[config.mk]
export PLATFORM = sky130hd
export DESIGN_NAME = tws_cell
export DESIGN_NICKNAME = d
export VERILOG_FILES = /design/src/rtl/core/tws_pkg.sv /design/src/rtl/core/tws_cell.sv
export SDC_FILE = /design/constraint.sdc
export NUM_CORES = 1
export LEC_CHECK = 0
export ABC_AREA = 1
export ABC_CLOCK_PERIOD_IN_PS = 6300
export CAP_MARGIN = 20
export CORE_AREA = 2 2 126 128
export CTS_CLUSTER_DIAMETER = 60
export CTS_CLUSTER_SIZE = 16
export DETAILED_ROUTE_END_ITERATION = 10
export DIE_AREA = 0 0 128 130
export DONT_BUFFER_PORTS = 1
export PLACE_DENSITY = 0.56
export SLEW_MARGIN = 20
export SYNTH_ARGS = -nofsm -noshare
export SYNTH_HDL_FRONTEND = slang
export SYNTH_SLANG_ARGS = --single-unit
export TNS_END_PERCENT = 100
[constraint.sdc]
create_clock -name clk -period 6.3 [get_ports clk]
set_clock_uncertainty 0.15 [all_clocks]
set_input_delay 0.63 -clock clk [delete_from_list [all_inputs] [get_ports clk]]
set_output_delay 0.63 -clock clk [all_outputs]
set_load 0.02 [all_outputs]
[src/rtl/core/tws_pkg.sv]
`default_nettype none
package tws_pkg;

	// fixed field widths
	localparam int CMD_W      = 2;
	localparam int KIND_W     = 2;
	localparam int HANDLE_W   = 32;
	localparam int OUT_TIME_W = 48;
	localparam int WIN_W      = 48;
	localparam int COUNT_W    = 6;
	localparam int CFG_IDX_W  = 1;

	// parameter defaults
	localparam int DEPTH_DEF     = 32;
	localparam int TIME_BITS_DEF = 48;

	localparam logic [WIN_W-1:0] WINDOW_RST = 48'd1000000000;

	// commands
	localparam logic [CMD_W-1:0] CMD_INSERT = 2'd0;
	localparam logic [CMD_W-1:0] CMD_EMIT   = 2'd1;
	localparam logic [CMD_W-1:0] CMD_CLEAR  = 2'd2;

	// result kinds
	localparam logic [KIND_W-1:0] KIND_RELEASE = 2'd0;
	localparam logic [KIND_W-1:0] KIND_REJECT  = 2'd1;
	localparam logic [KIND_W-1:0] KIND_NONE    = 2'd2;

	// config register indexes
	localparam logic [CFG_IDX_W-1:0] REG_WINDOW = 1'd0;
	localparam logic [CFG_IDX_W-1:0] REG_FLUSH  = 1'd1;

	// per-cycle operation broadcast to every cell
	typedef struct packed {
		logic ins;   // sorted insert of the broadcast hit
		logic shl;   // shift toward cell 0 (release the oldest)
	} tws_op_t;

endpackage
`default_nettype wire

[src/rtl/core/tws_cell.sv]
`default_nettype none
module tws_cell #(
	parameter int TIME_BITS = tws_pkg::TIME_BITS_DEF
) (
	input  wire                            clk,
	input  wire tws_pkg::tws_op_t          op,
	input  wire [TIME_BITS-1:0]            ins_time,
	input  wire [tws_pkg::HANDLE_W-1:0]    ins_handle,
	input  wire                            valid,
	input  wire                            left_valid,
	input  wire                            left_greater,
	input  wire [TIME_BITS-1:0]            left_time,
	input  wire [tws_pkg::HANDLE_W-1:0]    left_handle,
	input  wire [TIME_BITS-1:0]            right_time,
	input  wire [tws_pkg::HANDLE_W-1:0]    right_handle,
	output logic                           greater,
	output logic [TIME_BITS-1:0]           cell_time,
	output logic [tws_pkg::HANDLE_W-1:0]   cell_handle
);
	import tws_pkg::*;

	logic [TIME_BITS-1:0] time_q;
	logic [HANDLE_W-1:0]  handle_q;

	// strictly greater: equal times stay ahead of the new hit
	assign greater     = valid && (time_q > ins_time);
	assign cell_time   = time_q;
	assign cell_handle = handle_q;

	always_ff @(posedge clk) begin
		if (op.ins) begin
			if (left_greater) begin
				time_q   <= left_time;
				handle_q <= left_handle;
			end else if (greater || (!valid && left_valid)) begin
				time_q   <= ins_time;
				handle_q <= ins_handle;
			end
		end else if (op.shl) begin
			time_q   <= right_time;
			handle_q <= right_handle;
		end
	end

endmodule
`default_nettype wire

## Word-level counts from Yosys, hierarchy flattened

Cells that the tools add are included.
Widths: inputs -> output; s select.

- Register bits: 80
- Input bits: 246
- Word-level logic and storage cells: 18

- Mux-type cells: 8
- Magnitude comparators: 1
- Equal/unequal tests: 1
- Reductions and logical operators: 6

Operators by type and width:

| operator | number |
|---|---|
| $mux 48 | 4 |
| $mux 32 | 4 |
| $gt 48x48->1 | 1 |
| $ne 3x1->1 const B | 1 |
| $logic_and 1x1->1 | 2 |
| $reduce_and 2->1 | 1 |
| $reduce_bool 2->1 | 1 |
| $logic_not 1->1 | 1 |
| $logic_or 1x1->1 | 1 |

## Depth between registers and ports, before layout

- Depth after elaboration: 6
- Depth in mapped cells: 15
- Depth with buffers taken out: 15

## Least setup slack after synthesis

No wires, ideal clock.

- Kind: input to register
- Start: input ins_time[39]
- End: register handle_q[0], in the netlist cell_handle[0], enable pin
- Stages: 12
- Library setup time: 466 ps
- Setup slack: 1742 ps
- Arrival: 3942 ps
- Cells stage by stage: inv_1 > ha_1 > nand2_1 > nor2_2 > nand4_1 > nor2_2 > inv_2 > nor2_4 > nand2_2 > nand3_2 > nand2_2 > a21oi_2

- Cells in the longest elaborated chain, start to end: 5

Ends and longest elaborated chain:

| element | RTL line | RTL |
|---|---|---|
| start: declaration | tws_cell.sv:7 | `input wire [TIME_BITS-1:0] ins_time,` |
| $gt 48x48->1 | tws_cell.sv:26 | `assign greater = valid && (time_q > ins_time);` |
| $logic_and 1x1->1 | tws_cell.sv:26 |  |
| $logic_or 1x1->1 | tws_cell.sv:35 | `end else if (greater \|\| (!valid && left_valid)) begin` |
| $ne 3x1->1 (no source line) | n/a |  |
| $reduce_and 2->1 (no source line) | n/a |  |
| end signal: assignment | tws_cell.sv:34 | `handle_q <= left_handle;` |
| end signal: assignment | tws_cell.sv:37 | `handle_q <= ins_handle;` |
| end signal: assignment | tws_cell.sv:41 | `handle_q <= right_handle;` |
| end: declaration | tws_cell.sv:23 | `logic [HANDLE_W-1:0] handle_q;` |

Every way passes these cells.
A chain may end at the register's enable or synchronous reset.

## Worst setup path in the final report

- Start: register time_q[39], in the netlist cell_time[39]
- End: register time_q[1], in the netlist cell_time[1], enable pin

- Cells in the longest elaborated chain, start to end: 5

Ends and longest elaborated chain:

| element | RTL line | RTL |
|---|---|---|
| start: declaration | tws_cell.sv:22 | `logic [TIME_BITS-1:0] time_q;` |
| start signal: assignment | tws_cell.sv:33 | `time_q <= left_time;` |
| start signal: assignment | tws_cell.sv:36 | `time_q <= ins_time;` |
| start signal: assignment | tws_cell.sv:40 | `time_q <= right_time;` |
| $gt 48x48->1 | tws_cell.sv:26 |  |
| $logic_and 1x1->1 | tws_cell.sv:26 |  |
| $logic_or 1x1->1 | tws_cell.sv:35 |  |
| $ne 3x1->1 (no source line) | n/a |  |
| $reduce_and 2->1 (no source line) | n/a |  |

Every way passes these cells.

==> reports/results.txt <==
The routed length on met2 is 8032 um, and the critical-path maximum fanout is 54. The die covers 16640 um2. The number of max-cap violations is 0, and the share of the synthesized area in the top cell type is 45.06%. The number of diodes added for antenna fixing came out at 0.

Setup violations remaining at the end of the flow were counted as 0. The run finished with clean final reports. The total count of hold-check failures in the final report was 0; the number of storage elements in the synthesis netlist was 80.

The tools report the initial DRC count as 194. After routing, the total negative slack on setup checks comes to 0 ps. The y dimension of the die was 130 um. STA classifies the critical path startpoint as a flop. The tools report the number of clock buffers inserted by TritonCTS as 9. After synthesis, the cell types taking the most area are sky130_fd_sc_hd__edfxtp_1 (45%), sky130_fd_sc_hd__ha_1 (11%), sky130_fd_sc_hd__nand2_1 (9.8%), sky130_fd_sc_hd__o21ai_0 (7.7%), sky130_fd_sc_hd__o21ai_1 (7.5%).

Detailed placement ended at an HPWL of 11920 um. The tools report the total routed wirelength as 15870 um. Leaving out fill and tap cells, the most frequent cells in the layout are sky130_fd_sc_hd__nand2_1 (139), sky130_fd_sc_hd__nor2_1 (91), sky130_fd_sc_hd__o21ai_0 (82). Clock tree buffer depth: 2.

For the number of global-route vias before repair, the log shows 4089. Hold is met by 342.2 ps. Average detailed-routed wire length per instance: 18.91 um.

Yosys mapped the design onto 29 distinct sky130hd cell types. Yosys printed 0 warnings. Largest area contributor in the netlist: sky130_fd_sc_hd__edfxtp_1. Leaving out fill and tap cells, the most frequent cell in the layout is sky130_fd_sc_hd__nand2_1. For the finished layout, the period the worst path requires is 3353 ps. The run gives 5465 um2 as the standard cell area after detailed placement. TritonCTS built the clock tree. The run gives 5 as the detailed-router iteration count before antenna repair.

The share of async-settable or async-resettable flops after synthesis is 0%. Based on the critical path, the design can be clocked at up to 298.2 MHz. After clock tree synthesis, the repair step resized 0 gates. The tree built by TritonCTS fans out to 80 sinks.

After clock tree synthesis, the setup repair step added 0 buffers. The top layer reached by signal wires is met4. For this design, the CTS-stage hold fixing added 0 buffers. After clock tree synthesis, the clock-pin slew on the worst setup and hold paths is 60 ps.

Dividing total power by cell area gives a power density of 256.7 nW/um2. The tools report the gate count after technology mapping as 663. The number of antenna violations at the first check in global routing was 0; the netlist area before placement was 5331 um2. After layout, the design draws a total of 1.471 mW. The detailed-route wire length on metal 1 is 5936 um, and the area added between synthesis and finish is 7.487%.

Setup repair after global routing left no endpoint under its margin. The tree is rooted in a sky130_fd_sc_hd__clkbuf_16. Of the synthesized area, sequential elements account for 45.06%.

The type of destination of the critical path was a flop. The tightest min-delay check is of the in -> reg type. For this run, the leading register cell type out of synthesis is sky130_fd_sc_hd__edfxtp_1. The headroom to the max-slew limit was 38.49%.

For the standby leakage power, the log shows 2.448 nW. The run gives 0 as the detailed-route DRC error count. Yosys mapped a number of flops with a built-in enable equal to 80. Once detail routing completed, the nets flagged for antenna violations numbered 0.

The fraction of final layout cells with drive strength greater than 1 came out at 5.564%. The floorplan has 46 rows. The clock latency of the later-clocked register in the worst-skew pair is 340 ps, and the final weighted congestion of routability-driven global placement is 0.8105.

Using the TritonRoute via totals, the vias-per-cell ratio works out to 5.371. The H-tree was split into 3 levels. Across all layers, the routed design uses 4506 vias. The run gives 1590 as the filler cell count.

Averaged over all synthesized cells, the footprint is 8.041 um2. Data on the critical path arrives at its endpoint at 3210 ps. Of the available clock period, the critical path in the final layout requires 53.23%. For the worst ir drop on vdd, the log shows 111.1 uV.

Data on the critical path is required at its endpoint by 6150 ps. The number of buffer cells added on primary ports is 0. The die is 128 um wide. For this configuration, the core starts out at a cell density of 34.56%. Summing all non-filler instances in the final layout gives an area of 5731 um2. During I/O placement, the number of pins put on the boundary was 327. After the last flow step, the layout net total stands at 936. For the pin with the worst max-slew slack, the measured transition is 920.6 ps. For the number of pins with negative max-slew slack in the final report, the log shows 0.

After detailed routing, the met3 layer carries 1764 um of wire. Global routing finished with a remaining overflow of 0. Type of the worst setup path: reg -> reg. The global router's overall resource usage came out at 17.88%. After floorplanning, the core was sized to cover 15420 um2. The first global-routing pass estimated 22560 um of wire. When the netlist entered floorplanning its net count stood at 957. Entering global routing, the biggest net connects 83 pins.
[flip-flops by register name, summed over array words and instances, names as in the netlist]
signal and cells:
cell_handle 32, cell_time 48
[layout make-up]
class	count	area [um2]	area share, %
sequential	80	2402	41.92
multi-input combinational	481	2532	44.19
clock inverter	6	36.28	0.6332
tap	192	240.2	4.192
inverter	68	262.8	4.585
clock buffer	10	229.0	3.996
timing repair buffer	2	27.53	0.4803
[power breakdown]
part           internal, mW  total, mW  switching [mW]
sequential            0.664      0.773           0.109
clock                 0.264      0.481           0.216
combinational        0.0818      0.218           0.136
[worst max-delay path: stages (launching register included)]
cell,delay (ps)
sky130_fd_sc_hd__edfxtp_1,520
sky130_fd_sc_hd__ha_1,360
sky130_fd_sc_hd__nand2_1,80
sky130_fd_sc_hd__nor2_2,130
sky130_fd_sc_hd__nand4_1,110
sky130_fd_sc_hd__nor2_2,140
sky130_fd_sc_hd__inv_2,60
sky130_fd_sc_hd__nor2_4,110
sky130_fd_sc_hd__nand2_2,60
sky130_fd_sc_hd__nand3_2,60
sky130_fd_sc_hd__nand2_2,70
sky130_fd_sc_hd__a21oi_4,730
sky130_fd_sc_hd__buf_12,360
[metrics by stage]
stage          std cells  setup slack (ps)  utilization, %
2_1_floorplan        663              1742               -
3_3_place_gp         823              2813           35.43
3_5_place_dp         823              2777           35.43
4_1_cts              839              2852           37.15
5_1_grt              839              2698           37.15
6_report             839              2947           37.15
[path summary, 6_finish.rpt]
check	slack (ps)	endpoint	cells after the start	from
min	340	cell_handle[14]$_DFFE_PP_	2	right_handle[14]
max reg2reg	2950	cell_time[1]$_DFFE_PP_	12	cell_time[39]$_DFFE_PP_
max	2950	cell_time[1]$_DFFE_PP_	12	cell_time[39]$_DFFE_PP_
min reg2reg	1450	cell_handle[1]$_DFFE_PP_	7	cell_time[32]$_DFFE_PP_
[cell usage after synthesis (2+ instances only)]
library cell and n:
sky130_fd_sc_hd__nand2_2 3, sky130_fd_sc_hd__inv_1 57, sky130_fd_sc_hd__a21o_1 2, sky130_fd_sc_hd__buf_2 2, sky130_fd_sc_hd__nor2_2 3, sky130_fd_sc_hd__o21ai_1 80, sky130_fd_sc_hd__nand3_1 3, sky130_fd_sc_hd__a21oi_1 19
sky130_fd_sc_hd__buf_1 3, sky130_fd_sc_hd__o21ai_0 82, sky130_fd_sc_hd__nor2_1 91, sky130_fd_sc_hd__clkbuf_1 27, sky130_fd_sc_hd__ha_1 48, sky130_fd_sc_hd__o21a_1 2, sky130_fd_sc_hd__nand4_1 2, sky130_fd_sc_hd__nand2_1 139
sky130_fd_sc_hd__inv_2 9, sky130_fd_sc_hd__edfxtp_1 80
[cell families (layout without fill, tap and decap cells)]
| logic type | after synthesis | after routing | synth area share (%) |
|---|---|---|---|
| AOI/OAI and AO/OA | 188 | 188 | 18.00 |
| DFF | 80 | 80 | 45.06 |
| and+or+nand+nor | 245 | 245 | 18.09 |
| adders and majority gates | 48 | 48 | 11.27 |
| buffers and inverters | 102 | 86 | 7.580 |
[metal layers]
layer  global-route usage [%]  vias to the layer above
met5                        0                        -
met1                    19.90                     2074
li1                         -                     2187
met3                    7.872                        8
met4                    4.460                        0
met2                    31.52                      237
No activity file was read; power rests on OpenSTA's default activity.
